`config.mk`:
```
export PLATFORM = sky130hd
export DESIGN_NAME = stsmc_front
export DESIGN_NICKNAME = d
export VERILOG_FILES = /design/src/rtl/stsmc_pkg.sv /design/src/rtl/stsmc_front.sv
export SDC_FILE = /design/constraint.sdc
export NUM_CORES = 1
export LEC_CHECK = 0
export BUFFER_PORTS_ARGS = -buffer_cell sky130_fd_sc_hd__clkbuf_2
export CORE_ASPECT_RATIO = 1.1
export CORE_UTILIZATION = 23
export DETAILED_ROUTE_END_ITERATION = 12
export PLACE_DENSITY = 0.38
export SYNTH_ARGS = -nofsm -noshare
export SYNTH_HDL_FRONTEND = slang
export SYNTH_SLANG_ARGS = --single-unit
```
`constraint.sdc`:
```
create_clock -name clk -period 5.85 [get_ports clk]
set_clock_uncertainty 0.15 [all_clocks]
set_input_delay 0.8775 -clock clk [delete_from_list [all_inputs] [get_ports clk]]
set_output_delay 0.8775 -clock clk [all_outputs]
set_load 0.05 [all_outputs]
```
`src/rtl/stsmc_pkg.sv`:
```
`default_nettype none

package stsmc_pkg;

  // Fixed number formats.
  localparam int DATA_W    = 32;
  localparam int FRAC_BITS = 16;
  localparam int GAIN_W    = 31;

  // Error divider: |reference - measured| needs 33 bits, padded to whole digits.
  localparam int DIVISOR    = 100;
  localparam int DIGIT_W    = 4;
  localparam int DIFF_W     = DATA_W + 1;
  localparam int DIV_W      = ((DIFF_W + DIGIT_W - 1) / DIGIT_W) * DIGIT_W;
  localparam int DIV_DIGITS = DIV_W / DIGIT_W;
  localparam int DIV_CNT_W  = $clog2(DIV_DIGITS);
  localparam int REM_W      = 7;
  localparam int QMAG_W     = 26;

  // Square root of the error magnitude in Q16.16.
  localparam int ROOT_W     = (QMAG_W + FRAC_BITS + 1) / 2;
  localparam int RAD_W      = 2 * ROOT_W;
  localparam int SQRT_STEPS = ROOT_W;
  localparam int SQRT_CNT_W = $clog2(SQRT_STEPS);

  // Configuration register indexes.
  localparam int CFG_IDX_W = 3;
  localparam logic [CFG_IDX_W-1:0] CFG_KP_GAIN        = 3'd0;
  localparam logic [CFG_IDX_W-1:0] CFG_KI_GAIN        = 3'd1;
  localparam logic [CFG_IDX_W-1:0] CFG_OUT_MAX        = 3'd2;
  localparam logic [CFG_IDX_W-1:0] CFG_OUT_MIN        = 3'd3;
  localparam logic [CFG_IDX_W-1:0] CFG_ERROR_ZONE     = 3'd4;
  localparam logic [CFG_IDX_W-1:0] CFG_INTEGRAL_LIMIT = 3'd5;

  // Reset values of the configuration registers.
  localparam logic [GAIN_W-1:0]        KP_GAIN_RST        = 31'd2621440;
  localparam logic [GAIN_W-1:0]        KI_GAIN_RST        = 31'd65536;
  localparam logic signed [DATA_W-1:0] OUT_MAX_RST        = 32'sd1572864;
  localparam logic signed [DATA_W-1:0] OUT_MIN_RST        = -32'sd1572864;
  localparam logic [GAIN_W-1:0]        ERROR_ZONE_RST     = 31'd65536;
  localparam logic [GAIN_W-1:0]        INTEGRAL_LIMIT_RST = 31'd1572864;

  // Queue between the front and the back.
  localparam int QUEUE_DEPTH = 2;
  localparam int QPTR_W      = $clog2(QUEUE_DEPTH);

  // Classified error handed from the front to the back.
  typedef struct packed {
    logic              neg;
    logic [QMAG_W-1:0] mag;
    logic              in_zone;
  } err_item_t;

  // Settings used by the back.
  typedef struct packed {
    logic [GAIN_W-1:0]        kp_gain;
    logic [GAIN_W-1:0]        ki_gain;
    logic signed [DATA_W-1:0] out_max;
    logic signed [DATA_W-1:0] out_min;
    logic [GAIN_W-1:0]        integral_limit;
  } back_cfg_t;

  typedef enum logic [1:0] {
    F_IDLE,
    F_DIV,
    F_PUSH
  } front_state_t;

  typedef enum logic [1:0] {
    B_IDLE,
    B_SQRT,
    B_MUL_P,
    B_SUM
  } back_state_t;

endpackage

`default_nettype wire

```
`src/rtl/stsmc_front.sv`:
```
`default_nettype none

module stsmc_front
  import stsmc_pkg::*;
(
  input  wire logic                     clk,
  input  wire logic                     rst,
  input  wire logic                     push,
  output logic                          full,
  input  wire logic signed [DATA_W-1:0] reference,
  input  wire logic signed [DATA_W-1:0] measured,
  input  wire logic [GAIN_W-1:0]        error_zone,
  output logic                          q_push,
  output err_item_t                     q_item,
  input  wire logic                     q_full
);

  front_state_t state, state_next;

  logic [DIV_W-1:0]     dividend;
  logic [REM_W-1:0]     rem;
  logic [QMAG_W-1:0]    quot;
  logic                 neg;
  logic [DIV_CNT_W-1:0] cnt;

  logic signed [DIFF_W-1:0] diff;
  logic [DIFF_W-1:0]        diff_mag;
  logic [REM_W:0]           rem_step;
  logic [DIGIT_W-1:0]       qdigit;
  logic                     accept;

  assign accept = push && !full;

  // Difference of the two samples and its magnitude.
  always_comb begin
    diff     = DIFF_W'(reference) - DIFF_W'(measured);
    diff_mag = diff[DIFF_W-1] ? DIFF_W'(-diff) : DIFF_W'(diff);
  end

  // One quotient digit of the division by the constant: a few narrow compare-subtracts.
  always_comb begin
    rem_step = {1'b0, rem};
    qdigit   = '0;
    for (int k = 0; k < DIGIT_W; k++) begin
      rem_step = {rem_step[REM_W-1:0], dividend[DIV_W-1-k]};
      if (rem_step >= (REM_W+1)'(DIVISOR)) begin
        rem_step            = rem_step - (REM_W+1)'(DIVISOR);
        qdigit[DIGIT_W-1-k] = 1'b1;
      end
    end
  end

  // Next state.
  always_comb begin
    state_next = state;
    unique case (state)
      F_IDLE: begin
        if (accept) state_next = F_DIV;
      end
      F_DIV: begin
        if (cnt == '0) state_next = F_PUSH;
      end
      F_PUSH: begin
        if (!q_full) state_next = F_IDLE;
      end
      default: state_next = F_IDLE;
    endcase
  end

  // Handshake outputs.
  always_comb begin
    full   = 1'b1;
    q_push = 1'b0;
    unique case (state)
      F_IDLE:  full = 1'b0;
      F_DIV:   full = 1'b1;
      F_PUSH:  q_push = !q_full;
      default: full = 1'b1;
    endcase
  end

  // The item handed on: sign, magnitude and whether it lies inside the error zone.
  always_comb begin
    q_item.neg     = neg;
    q_item.mag     = quot;
    q_item.in_zone = GAIN_W'(quot) < error_zone;
  end

  always_ff @(posedge clk) begin
    if (rst) begin
      state <= F_IDLE;
    end else begin
      state <= state_next;
    end
  end

  // Division datapath, one digit per cycle.
  always_ff @(posedge clk) begin
    if (state == F_IDLE && accept) begin
      dividend <= DIV_W'(diff_mag);
      rem      <= '0;
      quot     <= '0;
      neg      <= diff[DIFF_W-1];
      cnt      <= DIV_CNT_W'(DIV_DIGITS - 1);
    end else if (state == F_DIV) begin
      dividend <= dividend << DIGIT_W;
      rem      <= rem_step[REM_W-1:0];
      quot     <= {quot[QMAG_W-DIGIT_W-1:0], qdigit};
      cnt      <= cnt - 1'b1;
    end
  end

endmodule

`default_nettype wire

```
==> impl_metrics.toml <==
[clock_tree]
root_buffer = "clkbuf_16"
numCtsBuffers = 9
ctsHoldBuffers = 0
cts_max_level = 3
post_cts_buffers = 0
post_cts_resized = 0
clk_latency_ns = 0.34
cts.sinks = 76
cts_tree = "built"
cts_buffer_depth = 2
path_clk_slew_ns = 0.06

[pwr]
power_density_nw_per_um2 = 339
pwr-share-clk_pct = 19.3
intPower_w = 0.00158
leakage_nw = 3.72
switching_share_pct = 43.4
peakVddDrop_uv = 136
pwr-share-comb_pct = 51.3
switchingPower_w = 0.00121
power_frac_seq_pct = 29.3

[route]
dr.first_iter.drc_count = 188
num_vias = 6337
ant_nets = 0
routed_wl_um = 18700
wl_per_cell_um = 13.6
vias_per_cell = 4.62
firstDrtPassIters = 4
post-route-drc-count = 0

[timing]
setup_tns_ns = 0
fmax_ghz = 0.190
hold_viol = 0
rsz0062_at_grt = "no"
setup_viol = 0
relSlewSlack_pct = 53.4
fin_crit_sh_pct = 90.0
fin_crit_ns = 5.26
worst_slew_pin_slew_ns = 0.696
slew_viol_final = 0

[global_routing]
grt_max_degree = 68
overflow = 0
grt_pass1_wl_um = 31800
grt_pass1_vias = 6291
antenna_found_initial = 0
grt_usage_pct = 12.6

[worst_setup_path]
crit_path_start_kind = "flop"
crit_fanout = 7
endpoint_kind = "flop"
cp_slowest_cell = "nor3b_1"
required_ns = 5.93
critPathArrivalTime_ns = 5.34
critical_path_class = "reg -> reg"
cp_cell_sequence = "inv_1 -> ha_1 -> nor3b_1 -> a21oi_1 -> xnor2_1 -> ha_1 -> inv_1 -> a211oi_2 -> a31oi_4 -> xnor2_1 -> ha_1 -> inv_1 -> a311o_1 -> a211o_1 -> and2_1 -> ha_1 -> inv_1 -> o311ai_4 -> a211o_1 -> a32o_1"
cp_slowest_stage_delay_ns = 0.47

[logic_synthesis]
synthCells = 880
ys.flop_type = "dfxtp_1"
syn_nets = 1044
yosysSeqAreaShare_pct = 27.0
synth_edf_count = 34
ys_seq_elements = 76
synthSimpleGateAreaFrac_pct = 19.3
syn-cell-area_um2 = 6910
synth-adder-area-share_pct = 11.9
synthXorXnorAreaFrac_pct = 7.99
ys_async_sr_fraction_pct = 0
yosysUniqueCellTypes = 76
syn_area_per_cell_um2 = 7.85
synthMuxAreaShare_pct = 1.67
synth_compound_area_share_pct = 25.5
ys.warnings.count = 0
synth_top_family_by_area = "compound AO/OA/AOI/OAI gates"

[finish]
seq_area_um2 = 1860
final_common_cell = "clkbuf_2"
synthToLayoutAreaGrowth_pct = 19.3
drive_gt1_share_pct = 18.2
finalNonFillerCells = 1373
n_antenna_cell = 0
multi_input_area_um2 = 4590
fin_nets = 1158
layout_common_cells = "128 x clkbuf_2, 121 x nand2_1, 86 x inv_1"
n_fill_cell = 3261
post-route-util_pct = 27.9

[floorplan]
die_w_um = 167
initial_core_util_pct = 23.4
die-height_um = 184
die-area_um2 = 30700
io_pins = 129
row_count = 66
core_area_um2 = 29600

[place]
dp_hpwl_um = 14900
numPortBuffers = 128
dp.cells = 1357
gp_congestion = 0.782

[min_path]
hold_path_class = "reg -> reg"

[flow_run]
drv_cap = 0

[run_status]
status = "complete, no violations"
Yosys cell counts (10+ instances only):
master	n	area [µm²]
nand2_1	122	458
inv_1	86	323
o21ai_0	83	415
ha_1	64	801
a21oi_1	47	235
nor2_1	47	176
dfxtp_1	42	841
xnor2_1	41	359
edfxtp_1	34	1020
a21o_1	29	218
clkbuf_1	27	101
nand3_1	22	110
xor2_1	22	193
nor3_1	14	70.1
nor2b_1	13	81.3
a31oi_1	11	68.8
nand4_1	10	62.6
o21ai_1	10	50.1
o31ai_1	10	75.1
layer usage:
layer	global-route usage, %	wire length (µm)	share of wire, %
met1	16.9	9320	50
met2	21.5	8540	46
met3	1.38	598	3.2
met4	3.45	236	1.3
met5	0	0	0
worst max-delay path: cells and delay by family, from the launching register on:
family,cells,cell delay [ns]
xor+xnor,2,0.67
flops,1,0.36
buf+inv,4,0.39
compound gates,8,1.99
fa+ha+maj,4,0.94
simple gates,2,0.66
worst paths after layout:
check | start | to | slack (ns) | cells after the start
worst min register to register | dividend[29]$_DFFE_PP_ | dividend[33]$_SDFFE_PP0P_ | 0.30 | 2
worst max register to register | rem[2]$_SDFFE_PP0P_ | rem[5]$_SDFFE_PP0P_ | 0.59 | 20
worst min-delay path | dividend[29]$_DFFE_PP_ | dividend[33]$_SDFFE_PP0P_ | 0.30 | 2
worst max-delay path | rem[2]$_SDFFE_PP0P_ | rem[5]$_SDFFE_PP0P_ | 0.59 | 20
power groups by stage:
| stage | combinational, W | sequential (W) | clock (W) |
|---|---|---|---|
| 2_1_floorplan | 0.00104 | 0.000876 | 0 |
| 3_3_place_gp | 0.00146 | 0.000833 | 0 |
| 3_5_place_dp | 0.00145 | 0.000835 | 0 |
| 4_1_cts | 0.00145 | 0.000824 | 0.000559 |
| 5_1_grt | 0.00162 | 0.000840 | 0.000582 |
| 6_report | 0.00144 | 0.000820 | 0.000540 |
sequential cells by signal (all words and copies together), names as in the netlist:
name,count
cnt,4
quot,26
rem,7
dividend,36
neg,1
state,2
through the flow:
stage	worst slack, ns	hold WS, ns	power [W]	area (µm²)
floorplan	1.12	0.268	0.00192	6910
global placement	0.548	0.286	0.00229	7960
detailed placement	0.520	0.291	0.00228	7960
CTS	0.579	0.305	0.00284	8240
global route	0.141	0.321	0.00304	8240
finish	0.587	0.297	0.00280	8240
kinds of logic (layout without fill, tap and decap cells):
kind of cell	Yosys count	count (layout)
AND/OR/NAND/NOR	281	281
flip-flops	76	76
XOR/XNOR	63	63
buffers and inverters	121	240
AO/OA/AOI/OAI	263	263
adder cells (fa/ha/maj)	65	65
multiplexers	11	11
area by class of cell:
cell class / count / area share, %
clock buffer: 10 / 2.78
clock inverter: 6 / 0.668
inverter: 86 / 3.92
multi-input combinational: 683 / 55.7
sequential: 76 / 22.6
tap: 374 / 5.68
timing repair buffer: 138 / 8.68
(Power assumes the default switching activity.)
