<file path="src/rtl/stsmc_pkg.sv">
`default_nettype none

package stsmc_pkg;

  // Fixed number formats.
  localparam int DATA_W    = 32;
  localparam int FRAC_BITS = 16;
  localparam int GAIN_W    = 31;

  // Error divider: |reference - measured| needs 33 bits, padded to whole digits.
  localparam int DIVISOR    = 100;
  localparam int DIGIT_W    = 4;
  localparam int DIFF_W     = DATA_W + 1;
  localparam int DIV_W      = ((DIFF_W + DIGIT_W - 1) / DIGIT_W) * DIGIT_W;
  localparam int DIV_DIGITS = DIV_W / DIGIT_W;
  localparam int DIV_CNT_W  = $clog2(DIV_DIGITS);
  localparam int REM_W      = 7;
  localparam int QMAG_W     = 26;

  // Square root of the error magnitude in Q16.16.
  localparam int ROOT_W     = (QMAG_W + FRAC_BITS + 1) / 2;
  localparam int RAD_W      = 2 * ROOT_W;
  localparam int SQRT_STEPS = ROOT_W;
  localparam int SQRT_CNT_W = $clog2(SQRT_STEPS);

  // Configuration register indexes.
  localparam int CFG_IDX_W = 3;
  localparam logic [CFG_IDX_W-1:0] CFG_KP_GAIN        = 3'd0;
  localparam logic [CFG_IDX_W-1:0] CFG_KI_GAIN        = 3'd1;
  localparam logic [CFG_IDX_W-1:0] CFG_OUT_MAX        = 3'd2;
  localparam logic [CFG_IDX_W-1:0] CFG_OUT_MIN        = 3'd3;
  localparam logic [CFG_IDX_W-1:0] CFG_ERROR_ZONE     = 3'd4;
  localparam logic [CFG_IDX_W-1:0] CFG_INTEGRAL_LIMIT = 3'd5;

  // Reset values of the configuration registers.
  localparam logic [GAIN_W-1:0]        KP_GAIN_RST        = 31'd2621440;
  localparam logic [GAIN_W-1:0]        KI_GAIN_RST        = 31'd65536;
  localparam logic signed [DATA_W-1:0] OUT_MAX_RST        = 32'sd1572864;
  localparam logic signed [DATA_W-1:0] OUT_MIN_RST        = -32'sd1572864;
  localparam logic [GAIN_W-1:0]        ERROR_ZONE_RST     = 31'd65536;
  localparam logic [GAIN_W-1:0]        INTEGRAL_LIMIT_RST = 31'd1572864;

  // Queue between the front and the back.
  localparam int QUEUE_DEPTH = 2;
  localparam int QPTR_W      = $clog2(QUEUE_DEPTH);

  // Classified error handed from the front to the back.
  typedef struct packed {
    logic              neg;
    logic [QMAG_W-1:0] mag;
    logic              in_zone;
  } err_item_t;

  // Settings used by the back.
  typedef struct packed {
    logic [GAIN_W-1:0]        kp_gain;
    logic [GAIN_W-1:0]        ki_gain;
    logic signed [DATA_W-1:0] out_max;
    logic signed [DATA_W-1:0] out_min;
    logic [GAIN_W-1:0]        integral_limit;
  } back_cfg_t;

  typedef enum logic [1:0] {
    F_IDLE,
    F_DIV,
    F_PUSH
  } front_state_t;

  typedef enum logic [1:0] {
    B_IDLE,
    B_SQRT,
    B_MUL_P,
    B_SUM
  } back_state_t;

endpackage

`default_nettype wire

</file>
<file path="src/rtl/stsmc_fifo.sv">
`default_nettype none

module stsmc_fifo
  import stsmc_pkg::*;
(
  input  wire logic      clk,
  input  wire logic      rst,
  input  wire logic      push,
  input  wire err_item_t item_in,
  output logic           full,
  input  wire logic      pop,
  output err_item_t      item_out,
  output logic           empty
);

  err_item_t entries [QUEUE_DEPTH];

  logic [QPTR_W-1:0] wr_ptr;
  logic [QPTR_W-1:0] rd_ptr;
  logic [QPTR_W:0]   count;
  logic              do_push;
  logic              do_pop;

  assign full     = count == (QPTR_W+1)'(QUEUE_DEPTH);
  assign empty    = count == '0;
  assign do_push  = push && !full;
  assign do_pop   = pop && !empty;
  assign item_out = entries[rd_ptr];

  // Pointers and fill count.
  always_ff @(posedge clk) begin
    if (rst) begin
      wr_ptr <= '0;
      rd_ptr <= '0;
      count  <= '0;
    end else begin
      if (do_push) wr_ptr <= wr_ptr + 1'b1;
      if (do_pop)  rd_ptr <= rd_ptr + 1'b1;
      if (do_push && !do_pop) begin
        count <= count + 1'b1;
      end else if (do_pop && !do_push) begin
        count <= count - 1'b1;
      end
    end
  end

  // Entry storage.
  always_ff @(posedge clk) begin
    if (do_push) entries[wr_ptr] <= item_in;
  end

endmodule

`default_nettype wire

</file>
<file path="config.mk">
export PLATFORM = sky130hd
export DESIGN_NAME = stsmc_fifo
export DESIGN_NICKNAME = d
export VERILOG_FILES = /design/src/rtl/stsmc_pkg.sv /design/src/rtl/stsmc_fifo.sv
export SDC_FILE = /design/constraint.sdc
export NUM_CORES = 1
export LEC_CHECK = 0
export ABC_CLOCK_PERIOD_IN_PS = 2100
export BUFFER_PORTS_ARGS = -buffer_cell sky130_fd_sc_hd__clkbuf_2
export CAP_MARGIN = 20
export CORE_AREA = 2 2 80 63
export CTS_CLUSTER_DIAMETER = 50
export CTS_CLUSTER_SIZE = 14
export DETAILED_ROUTE_END_ITERATION = 6
export DIE_AREA = 0 0 82 65
export PLACE_DENSITY = 0.76
export RECOVER_POWER = 50
export SLEW_MARGIN = 15
export SYNTH_ARGS = -nofsm -noshare
export SYNTH_HDL_FRONTEND = slang
export SYNTH_SLANG_ARGS = --single-unit
export TNS_END_PERCENT = 20
</file>
<file path="constraint.sdc">
create_clock -name clk -period 2.1 [get_ports clk]
set_input_delay 0.105 -clock clk [delete_from_list [all_inputs] [get_ports clk]]
set_output_delay 0.105 -clock clk [all_outputs]
set_load 0.02 [all_outputs]
</file>
==> results of run 1 <==
[sequential cells by signal (all words and copies together) (netlist names), named ones only]
signal	flops
entries	56
count	2
rd_ptr	1
wr_ptr	1
[power by group through the flow]
| stage | clock network (mW) | registers (mW) | logic (mW) |
|---|---|---|---|
| after floorplan | 0 | 1.60 | 0.724 |
| after global placement | 0 | 1.60 | 1.04 |
| after detailed placement | 0 | 1.61 | 1.06 |
| after CTS | 0.995 | 1.59 | 1.11 |
| after global routing | 1.05 | 1.61 | 1.16 |
| final | 0.973 | 1.59 | 1.07 |
[through the flow]
step	total power, mW	cell area, sq um
2_1_floorplan	2.32	2230
3_3_place_gp	2.64	2660
3_5_place_dp	2.68	2660
4_1_cts	3.69	3140
5_1_grt	3.81	3090
6_report	3.63	3090
[synthesized netlist by cell type (all sizes together)]
cell,count,share of area [%]
and2,1,0.28
or3,2,0.56
edfxtp,56,75
nor2b,1,0.39
a21oi,2,0.45
nor2,5,0.84
mux2,28,14
o21ai,3,0.67
ha,1,0.56
inv,2,0.34
xor2,3,1.2
dfxtp,5,4.5
buf,3,0.90
[worst reg2reg max path, stage by stage, from the launching register on]
cell	delay (ns)
dfxtp_1	0.37
nor2b_1	0.27
nor2_1	0.10
ha_1	0.34
or3_1	0.37
a21oi_1	0.16
[area by class of cell]
| cell class | count | area (sq um) |
|---|---|---|
| Tap cell | 60 | 75.1 |
| Inverter | 2 | 7.51 |
| Clock inverter | 7 | 66.3 |
| Timing Repair Buffer | 95 | 609 |
| Clock buffer | 9 | 124 |
| Multi-Input combinational cell | 46 | 423 |
| Fill cell | 335 | 1540 |
| Sequential cell | 61 | 1780 |
[cell families (layout without fill, tap and decap cells)]
kind of cell | Yosys count | in the layout | share of synthesized area, %
mux | 28 | 28 | 14.1
fa+ha+maj | 1 | 1 | 0.560
flops | 61 | 61 | 79.7
buf+inv | 5 | 113 | 1.23
xor+xnor | 3 | 3 | 1.18
simple gates | 9 | 9 | 2.07
compound gates | 5 | 5 | 1.12
[layer usage]
layer	vias up	track usage [%]	wire length (um)
met3	0	8.50	257
li1	635	-	-
met2	44	29.6	2080
met5	-	0	0
met4	0	4.38	0
met1	607	17.1	1660
[final timing paths]
path                   end     start  slack [ns]  depth (start not counted)
setup / recovery  count[1]  count[1]        0.42                          5
hold / removal      wr_ptr      push        0.17                          4
setup reg to reg  count[1]  count[1]        0.42                          5
hold reg to reg     wr_ptr    wr_ptr        0.50                          2
==> results.cfg, run 1 <==
[final_layout]
fin_cells = 280
final_nets = 248
layout-drive-gt1-share_pct = 37.3
fin_util_pct = 66.7
layout_commonest_cell = edfxtp_1
area_growth_pct = 38.1
final_cell_mix = 56 x edfxtp_1, 35 x clkbuf_2, 29 x dlygate4sd3_1
diodes = 0

[cts]
root_buffer = clkbuf_8
clk_pin_slew_ns = 0.06
cts_resized = 0
post_cts_buffers = 0
cts_tree = yes
cts_buffer_depth = 2
cts-buffers-inserted = 9
h-tree-depth = 3
ctsHoldBuffers = 29
clock_latency_ns = 0.33
cts.sinks = 61

[place]
dpl_worst_slack_ns = 0.504
dpl.cell_count = 235
dp_hpwl_um = 2550
io_buffer_count = 61
place_congestion = 0.652

[routing]
drt-initial-drc-count = 36
wl_um = 3990
viasPerCell = 4.59
drc_errors = 0
firstDrtPassIters = 4
num_vias = 1286
drtAntennaViolNets = 0
routedWlPerCell_um = 14.3

[global_route]
grt_pass1_vias = 1400
grt_use_total_pct = 16.6
grt_overflow = 0
grt_pass1_wl_um = 6180
antenna_found_initial = 0
grt_start_max_net_pins = 23

[status]
status = complete, no violations

[worst_setup_path]
path_delay_family = simple AND/OR/NAND/NOR gates
path_max_fanout = 5
slowest_delay_ns = 0.37
start_kind = register
cp.arrival_ns = 1.94
crit_type = reg -> reg
required_ns = 2.36
crit_slowest_cell = dfxtp_1
crit_buf_inv = 0
cp-end-kind = register
crit_chain = nor2b_1 -> nor2_1 -> ha_1 -> or3_1 -> a21oi_1

[power]
p_int_mw = 2.51
swShare_pct = 30.9
p_leak_nw = 1.14
comb_power_share_pct = 29.5
power_frac_clock_pct = 26.8
p_switching_mw = 1.12
p_per_area_mw_per_mm2 = 1180
seq_power_share_pct = 43.7
peakVddDrop_uv = 660

[die]
die_h_um = 65
dieArea_sq_mm = 0.00533
design.core.area_sq_mm = 0.00462
core.rowCount = 22
die_w_um = 82
pin_count = 62
start_util_pct = 48.3

[timing]
maxSlewHeadroom_pct = 72.2
setup_viol = 0
skew_ns = 0.00623
hold_violations = 0
whs_ns = 0.168
fin_crit_sh_pct = 80.1
final.min_clock_period_ns = 1.68
finalMaxSlewViolations = 0
finalSetupTns_ns = 0
fmax_mhz = 594
rsz0062_at_grt = false
worst_pin_slew_ns = 0.417
setup_slack_ns = 0.417

[min_path]
hp-class = in -> reg

[synthesis]
avgSynthCellArea_sq_um = 20.0
synth_seq_cells = 61
yosysWarnings = 0
synth_nets = 145
netlist_instances = 112
seq_area_frac_synth_pct = 79.7
synth_area_sq_mm = 0.00223
yosysUniqueCellTypes = 14

[run]
drv_cap = 0
Note: power is estimated with default switching activity, not from simulation.
==> run 2, diff against run 1 <==
Settings changed: ABC_AREA set to 1, ABC_CLOCK_PERIOD_IN_PS 2100 to 1690, CORE_AREA 2 2 80 63 to 2 2 82 64, DIE_AREA 0 0 82 65 to 0 0 84 66, PLACE_DENSITY 0.76 to 0.77.
Clock period 2.1 ns to 1.69 ns, I/O delays scaled along.
==> run 2 against run 1 <==
Effect of this change: wire length increased by 2.0%; count of clock-buffer cells in the layout increased by 5; core utilization decreased by 0.41 points; flip-flop and latch count unchanged; global-route usage decreased by 0.50 points; critical path depth decreased by 2; register-to-register slack got worse by 0.21 ns; setup slack got worse by 0.33 ns; critical path type is now reg -> out; largest cell class unchanged; largest power group unchanged.
==> results.cfg, run 2 <==
[routing]
routedWlPerCell_um = 13.9
num_vias = 1398
viasPerCell = 4.79
wl_met3_um = 255
wl_met1_um = 1600
dr_wl_met2_um = 2130
firstDrtPassIters = 4
drc_errors = 0
drt-initial-drc-count = 29
wl_um = 4070
drtAntennaViolNets = 0
top_layer_used = met4

[die]
start_util_pct = 49.8
pin_count = 62
design.core.area_sq_mm = 0.00476
dieArea_sq_mm = 0.00554
die_w_um = 84
core.rowCount = 22
die_h_um = 66

[synthesis]
synth_nets = 157
synthTopCellsByCount = 56 x edfxtp_1, 20 x mux2_4, 9 x nor2_1, 8 x inv_1, 8 x mux2_2
yosys.area_share.xor_xnor_pct = 0
seq_area_frac_synth_pct = 75.1
synth_edf_count = 56
netlist_instances = 124
synthDominantCellAreaShare_pct = 70.8
synth_largest_area_cell = edfxtp_1
synth_top_family_by_area = multiplexers
synth.area.mux_share_pct = 16.4
synth_area_sq_mm = 0.00237
synth_compound_area_share_pct = 1.58
yosysUniqueCellTypes = 17
synthFlopType = edfxtp_1
yosys.cell_count.top_type = edfxtp_1
yosysWarnings = 0
synth_fa_ha_area_share_pct = 0.527
async_flop_share_pct = 0
avgSynthCellArea_sq_um = 19.1
synth_seq_cells = 61
synth_area_leaders = edfxtp_1 71%, mux2_4 13%, dfxtp_1 4.2%
yosys.area_share.simple_pct = 2.79

[final_layout]
layout-drive-gt1-share_pct = 36.6
largest_reg_flops = 56
largest_registers = entries x56, count x2
final_nets = 260
diodes = 0
regMostFlops = entries
area_growth_pct = 33.1
layout_commonest_cell = edfxtp_1
final_cell_mix = 56 x edfxtp_1, 38 x clkbuf_2, 29 x clkbuf_1

[worst_setup_path]
cp-end-kind = output pin
crit_type = reg -> out
cp.arrival_ns = 1.52
start_kind = register
regToRegStartpoint = count[1]
path_max_fanout = 19
required_ns = 1.61

[cts]
clock_latency_ns = 0.33
post_cts_buffers = 0
h-tree-depth = 3
clk_pin_slew_ns = 0.06
cts_tree = yes
cts_buffer_depth = 2
root_buffer = clkbuf_8
cts-buffers-inserted = 9
cts.sinks = 61

[global_route]
antenna_found_initial = 0
grt_start_max_net_pins = 20
grt_overflow = 0
grt_pass1_vias = 1489
grt_pass1_wl_um = 6540
grt_use_total_pct = 16.1

[place]
dp_hpwl_um = 2730
io_buffer_count = 61
place_congestion = 0.702

[timing]
whs_ns = 0.0616
skew_ns = 0.00781
finalMaxSlewViolations = 0
rsz0062_at_grt = false
maxSlewHeadroom_pct = 77.0
fmax_mhz = 625
final.min_clock_period_ns = 1.60
hold_violations = 0
worst_pin_slew_ns = 0.345
setup_viol = 0
fin_crit_sh_pct = 94.7

[power]
p_total_mw = 4.38
peakVddDrop_uv = 946
p_leak_nw = 1.23
p_per_area_mw_per_mm2 = 1390

[min_path]
holdCritStartpoint = rst
hp-class = in -> reg

[run]
drv_cap = 0

[status]
status = complete, no violations
==> run 2: path summary, 6_finish.rpt <==
| kind | end | slack [ns] | cells past startpoint |
|---|---|---|---|
| min reg2reg | wr_ptr | 0.54 | 2 |
| max | item_out[11] | 0.09 | 3 |
| max reg2reg | count[1] | 0.21 | 9 |
| min | count[1] | 0.06 | 4 |
==> run 2: metal layers <==
metal,GRT usage [%],vias up
li1,-,667
met2,28.9,51
met3,5.99,9
met1,17.0,671
met5,0,-
met4,7.86,0
==> run 2: kinds of logic (layout without fill, tap and decap cells) <==
group,count (synthesis),after routing
adder cells (fa/ha/maj),1,1
AO/OA/AOI/OAI,6,6
flip-flops,61,61
multiplexers,28,28
AND/OR/NAND/NOR,16,16
buffers and inverters,12,120
==> run 2: what timing repair did <==
action,4_1_cts,5_1_grt
resized for setup,0,1
endpoints found under the setup margin,0,1
hold buffers,28,0
endpoints found under the hold margin,56,0
==> run 2: cell type report <==
| cell class | count | area, sq um |
|---|---|---|
| Fill cell | 356 | 1600 |
| Clock inverter | 2 | 10.0 |
| Clock buffer | 14 | 153 |
| Inverter | 9 | 33.8 |
| Timing Repair Buffer | 95 | 594 |
| Multi-Input combinational cell | 51 | 510 |
| Sequential cell | 61 | 1780 |
| Tap cell | 60 | 75.1 |
==> run 2: power breakdown <==
group | total [mW] | switching [mW] | internal, mW | leakage [nW]
Sequential | 2.00 | 0.0843 | 1.91 | 0.564
Combinational | 1.33 | 0.761 | 0.571 | 0.586
Clock | 1.05 | 0.478 | 0.569 | 0.0844
Total | 4.38 | 1.32 | 3.05 | 1.23
==> run 2: through the flow <==
stage | instances | worst slack, ns | util [%] | cell area, sq um | TNS, ns
after floorplan | 124 | -0.451 | - | 2370 | -25.25
after global placement | 248 | 0.296 | 57.8 | 2750 | 0
after detailed placement | 248 | 0.122 | 57.8 | 2750 | 0
after CTS | 292 | 0.0620 | 67.1 | 3200 | 0
after global routing | 292 | 0.0338 | 66.3 | 3160 | 0
final | 292 | 0.0891 | 66.3 | 3160 | 0
==> run 2: worst max-delay path, cell delays in order (launching register included) <==
cell	delay, ns
dfxtp_2	0.32
buf_4	0.32
mux2_2	0.38
clkbuf_2	0.16
==> run 3, diff against run 2 <==
Settings changed: CTS_BUF_LIST set to sky130_fd_sc_hd__clkbuf_16.
==> run 3 against run 2 <==
Effect of this change: first-iteration DRC count rose by 10%; final cell count did not move; via count decreased by 0.29%; non-clock buffer count is the same; largest power group unchanged.
==> results.cfg, run 3 (same netlist as run 2, synthesis figures left out) <==
[status]
status = complete, no violations

[global_route]
grt_overflow = 0
grt_use_total_pct = 16.6
grt_start_max_net_pins = 20
grt_pass1_wl_um = 6620
antenna_found_initial = 0
grt_pass1_vias = 1489

[routing]
drt-initial-drc-count = 32
viasPerCell = 4.77
drc_errors = 0
drtAntennaViolNets = 0
firstDrtPassIters = 4
num_vias = 1394
wl_um = 4160
routedWlPerCell_um = 14.2

[cts]
cts_tree = yes
post_cts_buffers = 0
h-tree-depth = 3
cts.sinks = 61
root_buffer = clkbuf_16
cts-buffers-inserted = 9
cts_buffer_depth = 2
clk_pin_slew_ns = 0.05
clock_latency_ns = 0.32

[worst_setup_path]
cp-end-kind = output pin
path_max_fanout = 19
regToRegStartpoint = count[1]
r2r_cells = 6
reg2reg_setup_slack_ns = 0.21
r2r_end = count[0]
start_kind = register
required_ns = 1.61
crit_type = reg -> out
cp.arrival_ns = 1.51

[final_layout]
layout-drive-gt1-share_pct = 36.2
largest_registers = entries x56, count x2
fillers = 349
regMostFlops = entries
fin_util_pct = 68.3
largest_reg_flops = 56
area_growth_pct = 37.0
fin_cells = 292
layout_commonest_cell = edfxtp_1
final_nets = 260
diodes = 0
final_cell_mix = 56 x edfxtp_1, 38 x clkbuf_2, 28 x dlygate4sd3_1
fin_area_sq_mm = 0.00325

[timing]
fmax_mhz = 628
worst_pin_slew_ns = 0.342
skew_ns = 0.00507
finalSetupTns_ns = 0
fin_crit_sh_pct = 94.2
whs_ns = 0.0697
rsz0062_at_grt = false
hold_violations = 0
final.min_clock_period_ns = 1.59
setup_viol = 0
maxSlewHeadroom_pct = 77.2
setup_slack_ns = 0.0975
finalMaxSlewViolations = 0

[run]
drv_cap = 0

[min_path]
min_to = count[1]
holdCritStartpoint = rst
holdPathStages = 4
hp-class = in -> reg

[place]
dp_hpwl_um = 2730
place_area_sq_mm = 0.00275
io_buffer_count = 61
dpl.cell_count = 248
dpl_worst_slack_ns = 0.122
place_congestion = 0.702

[die]
dieArea_sq_mm = 0.00554
core.rowCount = 22
design.core.area_sq_mm = 0.00476
die_h_um = 66
pin_count = 62
die_w_um = 84
start_util_pct = 49.8

[power]
peakVddDrop_uv = 1090
p_leak_nw = 1.29
p_total_mw = 4.84
p_per_area_mw_per_mm2 = 1490
-- run 3: changes by cell type in the layout (fill, tap and decap cells not counted) --
cell       previous run  this run
clkbuf_8             10         0
clkbuf_1             29        25
inv_1                 8        12
clkbuf_16             0         9
clkinv_1              0         1
-- run 3: cell type report --
type / instances / area, sq um / share of cell area (%)
tap: 60 / 75.1 / 2.31
timing repair buffer: 95 / 594 / 18.3
sequential: 61 / 1780 / 54.8
clock inverter: 7 / 28.8 / 0.885
inverter: 9 / 33.8 / 1.04
multi-input combinational: 51 / 510 / 15.7
clock buffer: 9 / 225 / 6.93
-- run 3: worst max path at each step --
stage          startpoint       endpoint  slack (ns)  cells past startpoint
3_3_place_gp     count[1]       count[1]        0.30                      9
6_report         register   item_out[11]         0.1                      3
5_1_grt          register   item_out[11]        0.05                      3
3_5_place_dp     count[1]       count[1]        0.12                      9
4_1_cts          register   item_out[11]        0.08                      3
2_1_floorplan    count[0]  entries[1][0]       -0.45                      2
-- run 3: power breakdown --
group / internal, mW / leakage [nW] / total (mW) / switching, mW
registers: 1.92 / 0.564 / 2.00 / 0.0839
clock network: 0.953 / 0.142 / 1.51 / 0.554
logic: 0.571 / 0.586 / 1.33 / 0.763
-- run 3: critical path, cell delays in order (launching register included) --
cell and delay, ns:
dfxtp_2 0.32, buf_4 0.32, mux2_2 0.38, clkbuf_2 0.16
-- run 3: routing by layer --
metal / wire length [um] / vias to the layer above / GRT usage [%] / share of wire [%]
met2: 2160 / 56 / 29.4 / 52
met3: 308 / 9 / 8.24 / 7.4
li1: - / 667 / - / -
met1: 1640 / 662 / 17.1 / 39
met5: 0 / - / 0 / 0
met4: 51 / 0 / 6.65 / 1.2
-- run 3: repair_timing --
item / in CTS / in global routing
hold buffers: 28 / 0
setup endpoints to repair: 0 / 1
gates resized for setup: 0 / 1
endpoints found under the hold margin: 56 / 0
